===== src/sv/dqtk_pkg.sv =====
`default_nettype none
package dqtk_pkg;

  localparam int unsigned MAX_ENTRIES_DEF = 8;
  localparam int unsigned RID_W           = 8;
  localparam int unsigned RAW_W           = 32;
  localparam int unsigned RATE_W          = 8;
  localparam int unsigned UNIT_W          = 21;
  localparam int unsigned DEPTH_W         = 16;
  localparam int unsigned ENTRY_W         = 32;
  localparam int unsigned STATUS_W        = 2;
  localparam int unsigned SLOT_W          = 3;
  localparam int unsigned FILL_W          = 4;
  localparam int unsigned IN_DATA_W       = 48;
  localparam int unsigned OUT_DATA_W      = 32;

  localparam logic [DEPTH_W-1:0]  DEPTH_SAT  = 16'hffff;
  localparam logic [UNIT_W-1:0]   UNIT_RESET = 21'd1;

  localparam logic [STATUS_W-1:0] STAT_REJECT = 2'd0;
  localparam logic [STATUS_W-1:0] STAT_STORED = 2'd1;
  localparam logic [STATUS_W-1:0] STAT_SMALL  = 2'd2;

  typedef enum logic [2:0] {
    ST_IDLE,
    ST_DIV,
    ST_CHECK,
    ST_SCAN,
    ST_RESULT
  } state_t;

  typedef struct packed {
    logic scan_start;
    logic wr_en;
  } tbl_ctl_t;

  typedef struct packed {
    logic               scan_done;
    logic [DEPTH_W-1:0] least_depth;
  } tbl_sts_t;

  function automatic logic [ENTRY_W-1:0] pack_entry(
    input logic [RID_W-1:0]   rid,
    input logic [DEPTH_W-1:0] depth,
    input logic [RATE_W-1:0]  rate
  );
    return {rate, depth, rid};
  endfunction

endpackage
`default_nettype wire


===== src/sv/dqtk_div.sv =====
`default_nettype none
module dqtk_div (
  input  wire logic                          clk,
  input  wire logic                          rst_n,
  input  wire logic                          start,
  input  wire logic [dqtk_pkg::RAW_W-1:0]    dividend,
  input  wire logic [dqtk_pkg::UNIT_W-1:0]   divisor,
  output logic                               done,
  output logic [dqtk_pkg::RAW_W-1:0]         quotient
);
  import dqtk_pkg::*;

  localparam int unsigned CNT_W = $clog2(RAW_W);

  logic               busy_r, busy_nxt;
  logic               done_r, done_nxt;
  logic [CNT_W-1:0]   cnt_r, cnt_nxt;
  logic [RAW_W-1:0]   q_r, q_nxt;
  logic [UNIT_W-1:0]  rem_r, rem_nxt;
  logic [UNIT_W-1:0]  dvs_r, dvs_nxt;
  logic [UNIT_W:0]    trial;
  logic [UNIT_W:0]    diff;
  logic               ge;

  assign trial = {rem_r, q_r[RAW_W-1]};
  assign diff  = trial - {1'b0, dvs_r};
  assign ge    = (trial >= {1'b0, dvs_r});

  always_comb begin
    busy_nxt = busy_r;
    done_nxt = 1'b0;
    cnt_nxt  = cnt_r;
    q_nxt    = q_r;
    rem_nxt  = rem_r;
    dvs_nxt  = dvs_r;
    if (start) begin
      busy_nxt = 1'b1;
      cnt_nxt  = CNT_W'(RAW_W - 1);
      q_nxt    = dividend;
      rem_nxt  = '0;
      dvs_nxt  = divisor;
    end else if (busy_r) begin
      q_nxt   = {q_r[RAW_W-2:0], ge};
      rem_nxt = ge ? diff[UNIT_W-1:0] : trial[UNIT_W-1:0];
      cnt_nxt = cnt_r - 1'b1;
      if (cnt_r == '0) begin
        busy_nxt = 1'b0;
        done_nxt = 1'b1;
      end
    end
  end

  always_ff @(posedge clk) begin
    if (!rst_n) begin
      busy_r <= 1'b0;
      done_r <= 1'b0;
      cnt_r  <= '0;
    end else begin
      busy_r <= busy_nxt;
      done_r <= done_nxt;
      cnt_r  <= cnt_nxt;
    end
    q_r   <= q_nxt;
    rem_r <= rem_nxt;
    dvs_r <= dvs_nxt;
  end

  assign done     = done_r;
  assign quotient = q_r;

endmodule
`default_nettype wire


===== src/sv/dqtk_table.sv =====
`default_nettype none
module dqtk_table #(
  parameter int unsigned MAX_ENTRIES = dqtk_pkg::MAX_ENTRIES_DEF,
  parameter int unsigned AW          = (MAX_ENTRIES > 1) ? $clog2(MAX_ENTRIES) : 1
) (
  input  wire logic                          clk,
  input  wire logic                          rst_n,
  input  wire dqtk_pkg::tbl_ctl_t            ctl,
  input  wire logic [AW-1:0]                 wr_addr,
  input  wire logic [dqtk_pkg::ENTRY_W-1:0]  wr_data,
  output dqtk_pkg::tbl_sts_t                 sts,
  output logic [AW-1:0]                      min_idx
);
  import dqtk_pkg::*;

  localparam int unsigned CW = $clog2(MAX_ENTRIES + 1);

  logic [ENTRY_W-1:0] mem [MAX_ENTRIES];
  logic [ENTRY_W-1:0] rd_q_r;

  logic               scan_on_r, scan_on_nxt;
  logic [CW-1:0]      rd_idx_r, rd_idx_nxt;
  logic               cmp_vld_r, cmp_vld_nxt;
  logic [AW-1:0]      cmp_idx_r, cmp_idx_nxt;
  logic [DEPTH_W-1:0] min_d_r, min_d_nxt;
  logic [AW-1:0]      min_i_r, min_i_nxt;
  logic               done_r, done_nxt;
  logic [DEPTH_W-1:0] rd_depth;
  logic [AW-1:0]      rd_addr;

  assign rd_addr  = rd_idx_r[AW-1:0];
  assign rd_depth = rd_q_r[RID_W +: DEPTH_W];

  always_ff @(posedge clk) begin
    if (ctl.wr_en) begin
      mem[wr_addr] <= wr_data;
    end
    rd_q_r <= mem[rd_addr];
  end

  always_comb begin
    scan_on_nxt = scan_on_r;
    rd_idx_nxt  = rd_idx_r;
    cmp_vld_nxt = 1'b0;
    cmp_idx_nxt = cmp_idx_r;
    min_d_nxt   = min_d_r;
    min_i_nxt   = min_i_r;
    done_nxt    = 1'b0;
    if (ctl.scan_start) begin
      scan_on_nxt = 1'b1;
      rd_idx_nxt  = '0;
    end else if (scan_on_r) begin
      if (rd_idx_r < CW'(MAX_ENTRIES)) begin
        rd_idx_nxt  = rd_idx_r + 1'b1;
        cmp_vld_nxt = 1'b1;
        cmp_idx_nxt = rd_addr;
      end else begin
        scan_on_nxt = 1'b0;
      end
    end
    if (cmp_vld_r) begin
      if (cmp_idx_r == '0 || rd_depth < min_d_r) begin
        min_d_nxt = rd_depth;
        min_i_nxt = cmp_idx_r;
      end
      if (cmp_idx_r == AW'(MAX_ENTRIES - 1)) begin
        done_nxt = 1'b1;
      end
    end
  end

  always_ff @(posedge clk) begin
    if (!rst_n) begin
      scan_on_r <= 1'b0;
      rd_idx_r  <= '0;
      cmp_vld_r <= 1'b0;
      done_r    <= 1'b0;
    end else begin
      scan_on_r <= scan_on_nxt;
      rd_idx_r  <= rd_idx_nxt;
      cmp_vld_r <= cmp_vld_nxt;
      done_r    <= done_nxt;
    end
    cmp_idx_r <= cmp_idx_nxt;
    min_d_r   <= min_d_nxt;
    min_i_r   <= min_i_nxt;
  end

  assign sts.scan_done   = done_r;
  assign sts.least_depth = min_d_r;
  assign min_idx         = min_i_r;

endmodule
`default_nettype wire


===== src/sv/deepest_queue_top_k_record_top.sv =====
// Each item passes through the 32-step serial divider and, once the table is full, also
//   through the one-entry-a-cycle minimum scan over the table memory before its result
//   reaches out_tvalid. The next item is taken once the result is queued.
// Reset: clears the fill count and control state, sets depth_unit to 1; table undefined.
`default_nettype none
module deepest_queue_top_k_record_top #(
  parameter int unsigned MAX_ENTRIES = dqtk_pkg::MAX_ENTRIES_DEF
) (
  input  wire logic                             clk,
  input  wire logic                             rst_n,
  input  wire logic                             cfg_wr_en,
  input  wire logic [dqtk_pkg::UNIT_W-1:0]      cfg_wr_data,
  input  wire logic                             in_tvalid,
  output logic                                  in_tready,
  // route_id[7:0], raw_depth[39:8], max_rate[47:40]
  input  wire logic [dqtk_pkg::IN_DATA_W-1:0]   in_tdata,
  output logic                                  out_tvalid,
  input  wire logic                             out_tready,
  // status[1:0], slot[4:2], fill_count[8:5], scaled_depth[24:9], zero[31:25]
  output logic [dqtk_pkg::OUT_DATA_W-1:0]       out_tdata
);
  import dqtk_pkg::*;

  localparam int unsigned AW = (MAX_ENTRIES > 1) ? $clog2(MAX_ENTRIES) : 1;
  localparam int unsigned CW = $clog2(MAX_ENTRIES + 1);

  state_t               state_r, state_nxt;
  logic [UNIT_W-1:0]    unit_r;
  logic [CW-1:0]        count_r, count_nxt;
  logic [RID_W-1:0]     rid_r, rid_nxt;
  logic [RATE_W-1:0]    rate_r, rate_nxt;
  logic [DEPTH_W-1:0]   depth_r, depth_nxt;
  logic [STATUS_W-1:0]  res_status_r, res_status_nxt;
  logic [AW-1:0]        res_slot_r, res_slot_nxt;
  logic                 out_vld_r, out_vld_nxt;
  logic [OUT_DATA_W-1:0] out_data_r, out_data_nxt;

  logic                 in_acc;
  logic                 div_done;
  logic [RAW_W-1:0]     quotient;
  tbl_ctl_t             tbl_ctl;
  tbl_sts_t             tbl_sts;
  logic [AW-1:0]        wr_addr;
  logic [AW-1:0]        min_idx;

  assign in_tready = (state_r == ST_IDLE);
  assign in_acc    = in_tvalid && in_tready;

  dqtk_div u_div (
    .clk      (clk),
    .rst_n    (rst_n),
    .start    (in_acc),
    .dividend (in_tdata[RID_W +: RAW_W]),
    .divisor  (unit_r),
    .done     (div_done),
    .quotient (quotient)
  );

  dqtk_table #(
    .MAX_ENTRIES (MAX_ENTRIES),
    .AW          (AW)
  ) u_table (
    .clk     (clk),
    .rst_n   (rst_n),
    .ctl     (tbl_ctl),
    .wr_addr (wr_addr),
    .wr_data (pack_entry(rid_r, depth_r, rate_r)),
    .sts     (tbl_sts),
    .min_idx (min_idx)
  );

  always_comb begin
    state_nxt      = state_r;
    count_nxt      = count_r;
    rid_nxt        = rid_r;
    rate_nxt       = rate_r;
    depth_nxt      = depth_r;
    res_status_nxt = res_status_r;
    res_slot_nxt   = res_slot_r;
    out_vld_nxt    = out_vld_r && !out_tready;
    out_data_nxt   = out_data_r;
    tbl_ctl        = '0;
    wr_addr        = count_r[AW-1:0];
    unique case (state_r)
      ST_IDLE: begin
        if (in_acc) begin
          rid_nxt   = in_tdata[RID_W-1:0];
          rate_nxt  = in_tdata[RID_W+RAW_W +: RATE_W];
          state_nxt = ST_DIV;
        end
      end
      ST_DIV: begin
        if (div_done) begin
          depth_nxt = (quotient >= RAW_W'(DEPTH_SAT)) ? DEPTH_SAT : quotient[DEPTH_W-1:0];
          state_nxt = ST_CHECK;
        end
      end
      ST_CHECK: begin
        res_slot_nxt = '0;
        if (depth_r == '0) begin
          res_status_nxt = STAT_REJECT;
          state_nxt      = ST_RESULT;
        end else if (count_r < CW'(MAX_ENTRIES)) begin
          tbl_ctl.wr_en  = 1'b1;
          res_slot_nxt   = count_r[AW-1:0];
          res_status_nxt = STAT_STORED;
          count_nxt      = count_r + 1'b1;
          state_nxt      = ST_RESULT;
        end else begin
          tbl_ctl.scan_start = 1'b1;
          state_nxt          = ST_SCAN;
        end
      end
      ST_SCAN: begin
        wr_addr = min_idx;
        if (tbl_sts.scan_done) begin
          if (depth_r > tbl_sts.least_depth) begin
            tbl_ctl.wr_en  = 1'b1;
            res_slot_nxt   = min_idx;
            res_status_nxt = STAT_STORED;
          end else begin
            res_status_nxt = STAT_SMALL;
          end
          state_nxt = ST_RESULT;
        end
      end
      ST_RESULT: begin
        if (!out_vld_r || out_tready) begin
          out_vld_nxt  = 1'b1;
          out_data_nxt = OUT_DATA_W'({depth_r, FILL_W'(count_r), SLOT_W'(res_slot_r),
                                      res_status_r});
          state_nxt    = ST_IDLE;
        end
      end
      default: state_nxt = ST_IDLE;
    endcase
  end

  always_ff @(posedge clk) begin
    if (!rst_n) begin
      state_r   <= ST_IDLE;
      unit_r    <= UNIT_RESET;
      count_r   <= '0;
      out_vld_r <= 1'b0;
    end else begin
      state_r   <= state_nxt;
      count_r   <= count_nxt;
      out_vld_r <= out_vld_nxt;
      if (cfg_wr_en) begin
        unit_r <= cfg_wr_data;
      end
    end
    rid_r        <= rid_nxt;
    rate_r       <= rate_nxt;
    depth_r      <= depth_nxt;
    res_status_r <= res_status_nxt;
    res_slot_r   <= res_slot_nxt;
    out_data_r   <= out_data_nxt;
  end

  assign out_tvalid = out_vld_r;
  assign out_tdata  = out_data_r;

endmodule
`default_nettype wire


===== config.mk =====
export PLATFORM = sky130hd
export DESIGN_NAME = deepest_queue_top_k_record_top
export DESIGN_NICKNAME = d
export VERILOG_FILES = /design/src/sv/dqtk_pkg.sv /design/src/sv/dqtk_div.sv /design/src/sv/dqtk_table.sv /design/src/sv/deepest_queue_top_k_record_top.sv
export SDC_FILE = /design/constraint.sdc
export NUM_CORES = 1
export LEC_CHECK = 0
export BUFFER_PORTS_ARGS = -buffer_cell sky130_fd_sc_hd__buf_4
export CAP_MARGIN = 20
export CORE_MARGIN = 1
export CORE_UTILIZATION = 40
export DETAILED_ROUTE_END_ITERATION = 8
export PLACE_DENSITY = 0.63
export SLEW_MARGIN = 20
export SYNTH_ARGS = -nofsm -noshare
export SYNTH_HDL_FRONTEND = slang
export SYNTH_SLANG_ARGS = --single-unit

===== constraint.sdc =====
create_clock -name clk -period 5 [get_ports clk]
set_clock_uncertainty 0.1 [all_clocks]
set_input_delay 1 -clock clk [delete_from_list [all_inputs] [get_ports clk]]
set_output_delay 1 -clock clk [all_outputs]
set_load 0.1 [all_outputs]

Word-level counts from Yosys, hierarchy flattened
Memory sizes are Yosys's and may differ from the RTL's. A register that Yosys moved wholly into a read port is not among the register bits.
Index checks and enable logic that the tools add are counted.

cells by class
  div/mod/pow operators = 0
  add/sub/neg operators = 4
  mux-type cells = 42
  magnitude comparators = 6
  reductions and logical operators = 25
  eq/ne operators = 11
  multiply operators = 0
  bitwise gates (word level) = 4
  shifts and indexed selects = 0

operator list
  kind                    count
  $mux W32                2
  $mux W3                 11
  $ge A32 B16 Y1 const B  1
  $ge A22 B21 Y1          1
  $mux W21                1
  $sub A21 B21 Y21        1
  $mux W1                 17
  $gt A16 B16 Y1          1
  $logic_not A16 Y1       1
  $lt A16 B16 Y1          1
  $pmux W3 S5             1
  $reduce_and A2 Y1       6
  $reduce_and A3 Y1       4
  $mux W2                 5
  $mux W5                 2
  $add A4 B1 Y4 const B   2
  $lt A4 B4 Y1 const B    2
  $eq A3 B2 Y1 const B    2
  $eq A3 B3 Y1 const B    2
  $logic_not A3 Y1        2
  $ne A2 B1 Y1 const B    3
  $pmux W3 S2             1
  $logic_not A5 Y1        1
  $sub A5 B1 Y5 const B   1
  13 further kinds        21

word-level totals
  word-level logic and storage cells = 116
  latch bits = 0
  ROM bits = 0
  bits in writable memories = 256
  bits in registers = 201
  memories = 1
  bits of input ports = 74
  output and inout port bits = 34

memory list
  memory       depth  width  rd ports  clocked after memory_dff  write ports  RTL line          source
  u_table.mem  8      32     1         1                         1            dqtk_table.sv:18  logic [ENTRY_W-1:0] mem [MAX_ENTRIES];

Logic depth before layout (Yosys ltp)
Gate-level depths: netlist (run 1).

  depth after elaboration = 6
  depth in mapped cells = 11
  mapped depth without buffers = 10

Cells and area by module
From an unflattened synthesis (run 1), not the netlist that was laid out.

unflattened totals
  cell total of the unflattened synthesis = 1030
  area total of the unflattened synthesis = 14921.8 µm²

modules (own cells, without submodules)
  module                          instances  sequential area each (µm²)  cells an instance  area each (µm²)
  dqtk_table                      1          4964.8                      319                6590.1
  dqtk_div                        1          2152.1                      412                4436.8
  deepest_queue_top_k_record_top  1          2442.3                      299                3895.0

Worst setup path after synthesis (run 1)
OpenSTA, ideal clock, no wires.

  path type = reg-to-reg
  from = register depth_r[1]
  to = memory u_table.mem[4][10] (enable)
  library setup time = 413 ps
  setup slack = 1377 ps
  cell stages (with the launch flop) = 9
  arrival = 3110 ps
  buffers on the path = 0
  clock period less this slack = 3623 ps
  data required time = 4487 ps
  cells stage by stage = edfxtp_1 ha_1 nor2b_1 o21a_1 o21ai_0 a2111oi_0 o31a_1 a31oi_2 nor3b_1

between the ends
  cells in the longest elaborated chain, start to end = 6
  elaborated cells between the ends (all ways) = 8
  classes of those cells = order compare (1); mux (6); reduce/logical (1)

ends and longest elaborated chain
  item                               RTL line                               source
  start, declared                    deepest_queue_top_k_record_top.sv:32   logic [DEPTH_W-1:0] depth_r, depth_nxt;
  start signal, assigned             deepest_queue_top_k_record_top.sv:155  depth_r <= depth_nxt;
  $gt A16 B16 Y1                     deepest_queue_top_k_record_top.sv:117  if (depth_r > tbl_sts.least_depth) begin
  $mux W1                            deepest_queue_top_k_record_top.sv:117
  $mux W1                            deepest_queue_top_k_record_top.sv:116  if (tbl_sts.scan_done) begin
  $pmux W1 S2 (*)                    deepest_queue_top_k_record_top.sv:84   unique case (state_r)
  $mux W1 (*)                        dqtk_table.sv:35                       if (ctl.wr_en) begin
  $mux W1 (not written as such) (*)  dqtk_table.sv:36                       mem[wr_addr] <= wr_data;
  end, declared                      dqtk_table.sv:18

Every way passes the cells marked *; elsewhere a longest branch is shown, timed or not.

Worst setup path after layout (run 1)
  from = register depth_r[1]
  to = memory u_table.mem[5][23] (enable)

The elaborated chain is that of the path after synthesis.

==> results.sh, run 1 <==
export IMPL_cp_end_kind="register"
export IMPL_wl_met2_microns=14300
export IMPL_status="finished, final reports clean"
export IMPL_ir_drop_uv=287
export IMPL_avgSynthCellArea_sq_um=13.6
export IMPL_p_leak_nw=6.46
export IMPL_crit_type="register to register"
export IMPL_powerDensity_mw_per_mm2=355
export IMPL_ys_seq_area_share_pct=63.7
export IMPL_drt_iter0_markers=437
export IMPL_htree_levels=2
export IMPL_synth_edf_count=249
export IMPL_synthFlopType="edfxtp_1"
export IMPL_final_util_pct=47.2
export IMPL_area_growth_pct=15.2
export IMPL_drt_first_pass_iters=5
export IMPL_relSlewSlack_pct=26.0
export IMPL_worst_ep_required_time_ns=5.06
export IMPL_final_common_cell="edfxtp_1"
export IMPL_cts_buffers_inserted=34
export IMPL_numPortBuffers=84
export IMPL_num_vias=8504
export IMPL_grt_pass1_wl_microns=45500
export IMPL_floorplan_die_width_microns=191
export IMPL_netlist_area_leader_share_pct=52.5
export IMPL_netlist_area_sq_mm=0.0143
export IMPL_path_clk_slew_ns=0.06
export IMPL_grt_ovfl_total=0
export IMPL_setup_viol=0
export IMPL_io_pins=108
export IMPL_hold_class="register to register"
export IMPL_drtAntennaViolNets=0
export IMPL_synthArstFlopShare_pct=0
export IMPL_cts_tree="built"
export IMPL_clock_latency_ns=0.50
export IMPL_diodes=0
export IMPL_most_common_layout_cells="edfxtp_1 (249), nand2_1 (145), buf_4 (102)"
export IMPL_wl_met1_microns=12300
export IMPL_cts_setup_buffers=0
export IMPL_timing_final_crit_share_pct=66.2
export IMPL_hold_buffers=0
export IMPL_num_rows=68
export IMPL_crit_end="u_table.mem[5][23]"
export IMPL_initial_core_util_pct=41.0
export IMPL_synth_seq_cells=329
export IMPL_root_buffer="clkbuf_16"
export IMPL_ctsResizeCount=0
export IMPL_antenna_found_initial=0
export IMPL_grt_max_degree=57
export IMPL_die_area_sq_mm=0.0364
export IMPL_clk_path_buf_depth=3
export IMPL_start_kind="register"
export IMPL_cts_sinks=329
export IMPL_yosysTopAreaCell="edfxtp_1"
export IMPL_wl_met3_microns=1030
export IMPL_path_max_fanout=16
export IMPL_wl_microns=28200
export IMPL_setup_tns_ns=0
export IMPL_drive_gt1_share_pct=19.0
export IMPL_yosysUniqueCellTypes=76
export IMPL_die_h_microns=191
export IMPL_vias_per_cell=5.22
export IMPL_reg2reg_from="depth_r[1]"
export IMPL_synth_area_leaders="edfxtp_1 (52%), dfxtp_1 (11%), mux4_2 (5.1%)"
export IMPL_slew_viol_final=0
export IMPL_period_minus_slack_ns=3.31
export IMPL_fin_nets=1282
export IMPL_fp_coreArea_sq_mm=0.0348
export IMPL_highest_layer="met4"
export IMPL_grt_use_total_pct=16.0
export IMPL_grt_pass1_vias=8555
export IMPL_synth_cells=1052
export IMPL_yosys_warnings=0
export IMPL_drv_cap=0
export IMPL_rrSetupSlack_ns=1.69
export IMPL_r2r_end="u_table.mem[5][23]"
export IMPL_crit_start="depth_r[1]"
export IMPL_wl_per_cell_microns=17.3
export IMPL_dpl_hpwl_microns=18500
export IMPL_arrival_ns=3.37
export IMPL_tightest_slew_ns=1.11
export IMPL_rsz0062_at_grt="false"
export IMPL_gp_congestion=0.854
export IMPL_fmax_mhz=302
export IMPL_route_detailed_drc=0
export IMPL_hold_viol_final=0
export IMPL_worstRegToRegCells=9
-- metrics by stage --
stage	hold slack [ns]	area [sq um]	cells	total power, mW	setup WS [ns]
3_5_place_dp	0.311	15400	1570	3.54	1.68
2_1_floorplan	0.300	14300	1058	3.41	1.38
4_1_cts	0.324	16400	1630	5.89	1.66
3_3_place_gp	0.306	15400	1570	3.53	1.70
6_report	0.322	16400	1630	5.83	1.69
5_1_grt	0.332	16400	1630	6.05	1.46
-- worst min path at each step --
stage,start,to,slack (ns),cells past startpoint
final,res_slot_r[1],out_tdata[3],0.32,0
after global routing,res_status_r[0],out_tdata[0],0.33,0
after CTS,res_slot_r[0],out_tdata[2],0.32,0
after detailed placement,res_slot_r[0],out_tdata[2],0.31,0
after global placement,res_slot_r[1],out_tdata[3],0.31,0
after floorplan,u_table.rd_q_r[8],u_table.min_d_r[0],0.30,0
-- registers in the layout, summed over array words and instances (netlist names), 3 cells and up --
signal	cells
u_table.min_idx	3
unit_r	21
u_div.quotient	32
res_slot_r	3
u_div.cnt_r	5
u_table.rd_idx_r	4
state_r	3
depth_r	16
u_div.dvs_r	21
u_table.cmp_idx_r	3
count_r	4
u_div.rem_r	21
u_table.mem	128
u_table.rd_q_r	16
out_tdata	25
u_table.min_d_r	16
-- power by group --
group          internal (mW)  switching (mW)  leakage (nW)  total (mW)
Sequential              3.00          0.0550          3.13        3.06
Clock                   1.37           0.979         0.504        2.35
Combinational          0.168           0.255          2.82       0.423
-- cells by family after synthesis --
logic type	after synthesis	synth area share, %
DFF	329	63.7
and+or+nand+nor	323	11.1
AOI/OAI and AO/OA	147	7.35
buffers and inverters	95	2.99
muxes	77	8.36
adders and majority gates	57	5.06
xor gates and xnor gates	23	1.41
other	1	0.0263
-- layer usage --
metal | track usage, % | vias to the layer above
met5 | 0 | -
met4 | 4.77 | 0
met3 | 2.32 | 50
met2 | 28.2 | 189
met1 | 20.1 | 4158
li1 | - | 4107
-- cell usage after synthesis, types with 9 or more instances --
cell and count:
mux4_2 32, nand2_1 145, a21boi_0 9, o21ai_0 26
xnor2_1 11, mux2_2 17, mux2i_1 28, a21oi_1 31
edfxtp_1 249, a21o_1 15, nand3_1 18, nor2_1 33
nand4_1 17, or3_1 19, inv_1 49, clkbuf_1 22
nor2b_1 32, dfxtp_1 80, nor4_1 11, xor2_1 12
ha_1 56
-- critical path: stages, from the launching register on --
cell and delay [ns]:
edfxtp_1 0.56, ha_1 0.37, nor2b_1 0.13, o21a_1 0.11, o21ai_0 0.09, a2111oi_0 0.44
o31a_1 0.33, a31oi_2 0.26, nor3b_2 0.25, buf_4 0.33
-- cell type report --
cell class / instances / area (sq um)
multi-input cells: 634 / 4790
fillers: 3042 / 18400
inverters: 50 / 188
clock buffers: 49 / 948
flip-flops and latches: 329 / 9080
well taps: 455 / 569
repair buffers: 102 / 766
clock inverters: 11 / 78.8
Note: power is estimated with default switching activity, not from simulation.
==> inputs of run 2 (changes only) <==
==> constraint.sdc (replaced) <==
create_clock -name clk -period 3.3 [get_ports clk]
set_clock_uncertainty 0.1 [all_clocks]
set_input_delay 0.66 -clock clk [delete_from_list [all_inputs] [get_ports clk]]
set_output_delay 0.66 -clock clk [all_outputs]
set_load 0.1 [all_outputs]
==> run 2 against run 1 <==
Net effect:
- first-iteration DRC count rose by 22%
- clock power rose by 58%
- wire length rose by 4.4%
- critical path depth did not move
- worst hold slack got worse by 0.083 ns
- sequential cell count did not move
- cell count rose by 1.3%
- non-clock buffer count rose by 20
- critical path type unchanged
- largest cell class unchanged
- largest power group unchanged
- highest routed layer unchanged
==> results.sh, run 2 (same netlist as run 1, synthesis figures left out) <==
export IMPL_cts_setup_buffers=0
export IMPL_clk_path_buf_depth=3
export IMPL_dpl_hpwl_microns=19700
export IMPL_grt_use_total_pct=16.6
export IMPL_setup_viol=0
export IMPL_wl_microns=29500
export IMPL_num_rows=68
export IMPL_critPathMaxStageDelay_ns=0.45
export IMPL_start_kind="register"
export IMPL_fin_hold_ws_ns=0.239
export IMPL_worst_ep_required_time_ns=3.40
export IMPL_worst_path_max_delay_cell="a2111oi_0"
export IMPL_powerDensity_mw_per_mm2=538
export IMPL_root_buffer="clkbuf_16"
export IMPL_cp_cell_sequence="ha_1 -> nor2b_1 -> o21a_1 -> o21ai_0 -> a2111oi_0 -> o31a_1 -> a31oi_2 -> nor2_1 -> buf_4"
export IMPL_arrival_ns=3.18
export IMPL_fp_coreArea_sq_mm=0.0348
export IMPL_hold_depth=3
export IMPL_p_leak_nw=6.61
export IMPL_reg2reg_from="depth_r[1]"
export IMPL_rsz0062_at_grt="false"
export IMPL_numPortBuffers=84
export IMPL_fmax_mhz=325
export IMPL_die_h_microns=191
export IMPL_largest_register="u_table.mem"
export IMPL_cts_sinks=329
export IMPL_route_detailed_drc=0
export IMPL_initial_core_util_pct=41.0
export IMPL_drtAntennaViolNets=0
export IMPL_final_area_sq_mm=0.0167
export IMPL_final_common_cell="edfxtp_1"
export IMPL_cts_tree="built"
export IMPL_ir_drop_uv=383
export IMPL_floorplan_die_width_microns=191
export IMPL_crit_type="register to register"
export IMPL_num_vias=8574
export IMPL_grt_pass1_wl_microns=46600
export IMPL_tightest_slew_ns=1.03
export IMPL_cp_end_kind="register"
export IMPL_htree_levels=2
export IMPL_min_from="cfg_wr_data[0]"
export IMPL_r2r_end="u_table.mem[1][16]"
export IMPL_die_area_sq_mm=0.0364
export IMPL_ctsResizeCount=0
export IMPL_path_clk_slew_ns=0.06
export IMPL_status="finished, final reports clean"
export IMPL_drv_cap=0
export IMPL_hold_viol_final=0
export IMPL_hold_class="input port to register"
export IMPL_gp_congestion=0.824
export IMPL_grt_max_degree=45
export IMPL_grt_ovfl_total=0
export IMPL_antenna_found_initial=2
export IMPL_fill_cells=3007
export IMPL_area_growth_pct=17.2
export IMPL_path_max_fanout=16
export IMPL_wl_per_cell_microns=17.8
export IMPL_grt_pass1_vias=8559
export IMPL_clock_latency_ns=0.55
export IMPL_diodes=0
export IMPL_io_pins=108
export IMPL_most_common_layout_cells="edfxtp_1 (249), nand2_1 (145), buf_4 (116)"
export IMPL_relSlewSlack_pct=31.2
export IMPL_worstRegToRegCells=9
export IMPL_largest_register_ffs=128
export IMPL_slew_viol_final=0
export IMPL_rrSetupSlack_ns=0.22
export IMPL_hold_end="unit_r[0]"
export IMPL_post_dp_cell_area_sq_mm=0.0156
export IMPL_period_minus_slack_ns=3.08
export IMPL_fin_nets=1302
export IMPL_drive_gt1_share_pct=21.1
export IMPL_timing_final_crit_share_pct=93.4
export IMPL_vias_per_cell=5.19
export IMPL_drt_first_pass_iters=4
export IMPL_hold_buffers=0
export IMPL_drt_iter0_markers=533
export IMPL_cts_buffers_inserted=34
-- run 2: per-stage QoR --
step	util, %	TNS, ns	power, mW	worst slack, ns	cells
floorplan	-	-19.15	5.17	-0.323	1058
global placement	44.9	0	5.35	0.252	1590
detailed placement	44.9	0	5.36	0.208	1590
CTS	48.0	0	9.08	0.210	1652
global route	48.0	0	9.32	0.0386	1652
finish	48.0	0	8.99	0.219	1652
-- run 2: worst max-delay path: cells and delay by family (launching register included) --
kind | cells | cell delay [ns]
AO/OA/AOI/OAI | 5 | 1.26
flip-flops | 1 | 0.42
buffers and inverters | 1 | 0.33
adder cells (fa/ha/maj) | 1 | 0.32
AND/OR/NAND/NOR | 2 | 0.31
-- run 2: area by class of cell --
type                    instances  area, sq um  area share (%)
inverters                      50          188            1.12
multi-input cells             634         4790            28.7
clock inverters                18          166           0.996
well taps                     455          569            3.41
repair buffers                122          991            5.93
flip-flops and latches        329         9080            54.4
clock buffers                  44          918            5.50
-- run 2: worst max path at each step --
stage	startpoint	endpoint	depth (start not counted)
after floorplan	depth_r[1]	u_table.mem[4][10]	8
after global placement	depth_r[1]	u_table.mem[1][8]	9
after detailed placement	depth_r[1]	u_table.mem[1][8]	9
after CTS	depth_r[1]	u_table.mem[1][16]	9
after global routing	depth_r[1]	u_table.mem[1][16]	9
final	depth_r[1]	u_table.mem[1][16]	9
-- run 2: layer usage --
| metal | share of wire (%) | track usage, % | wire [microns] | vias to the layer above |
|---|---|---|---|---|
| li1 | - | - | - | 4153 |
| met1 | 45 | 21.8 | 13300 | 4215 |
| met2 | 49 | 28.3 | 14600 | 167 |
| met3 | 3.6 | 2.61 | 1060 | 39 |
| met4 | 1.9 | 4.95 | 568 | 0 |
| met5 | 0 | 0 | 0 | - |
-- run 2: where the power goes --
part | internal (mW) | switching, mW
combinational | 0.259 | 0.396
sequential | 4.55 | 0.0740
clock | 2.09 | 1.62
total | 6.90 | 2.09
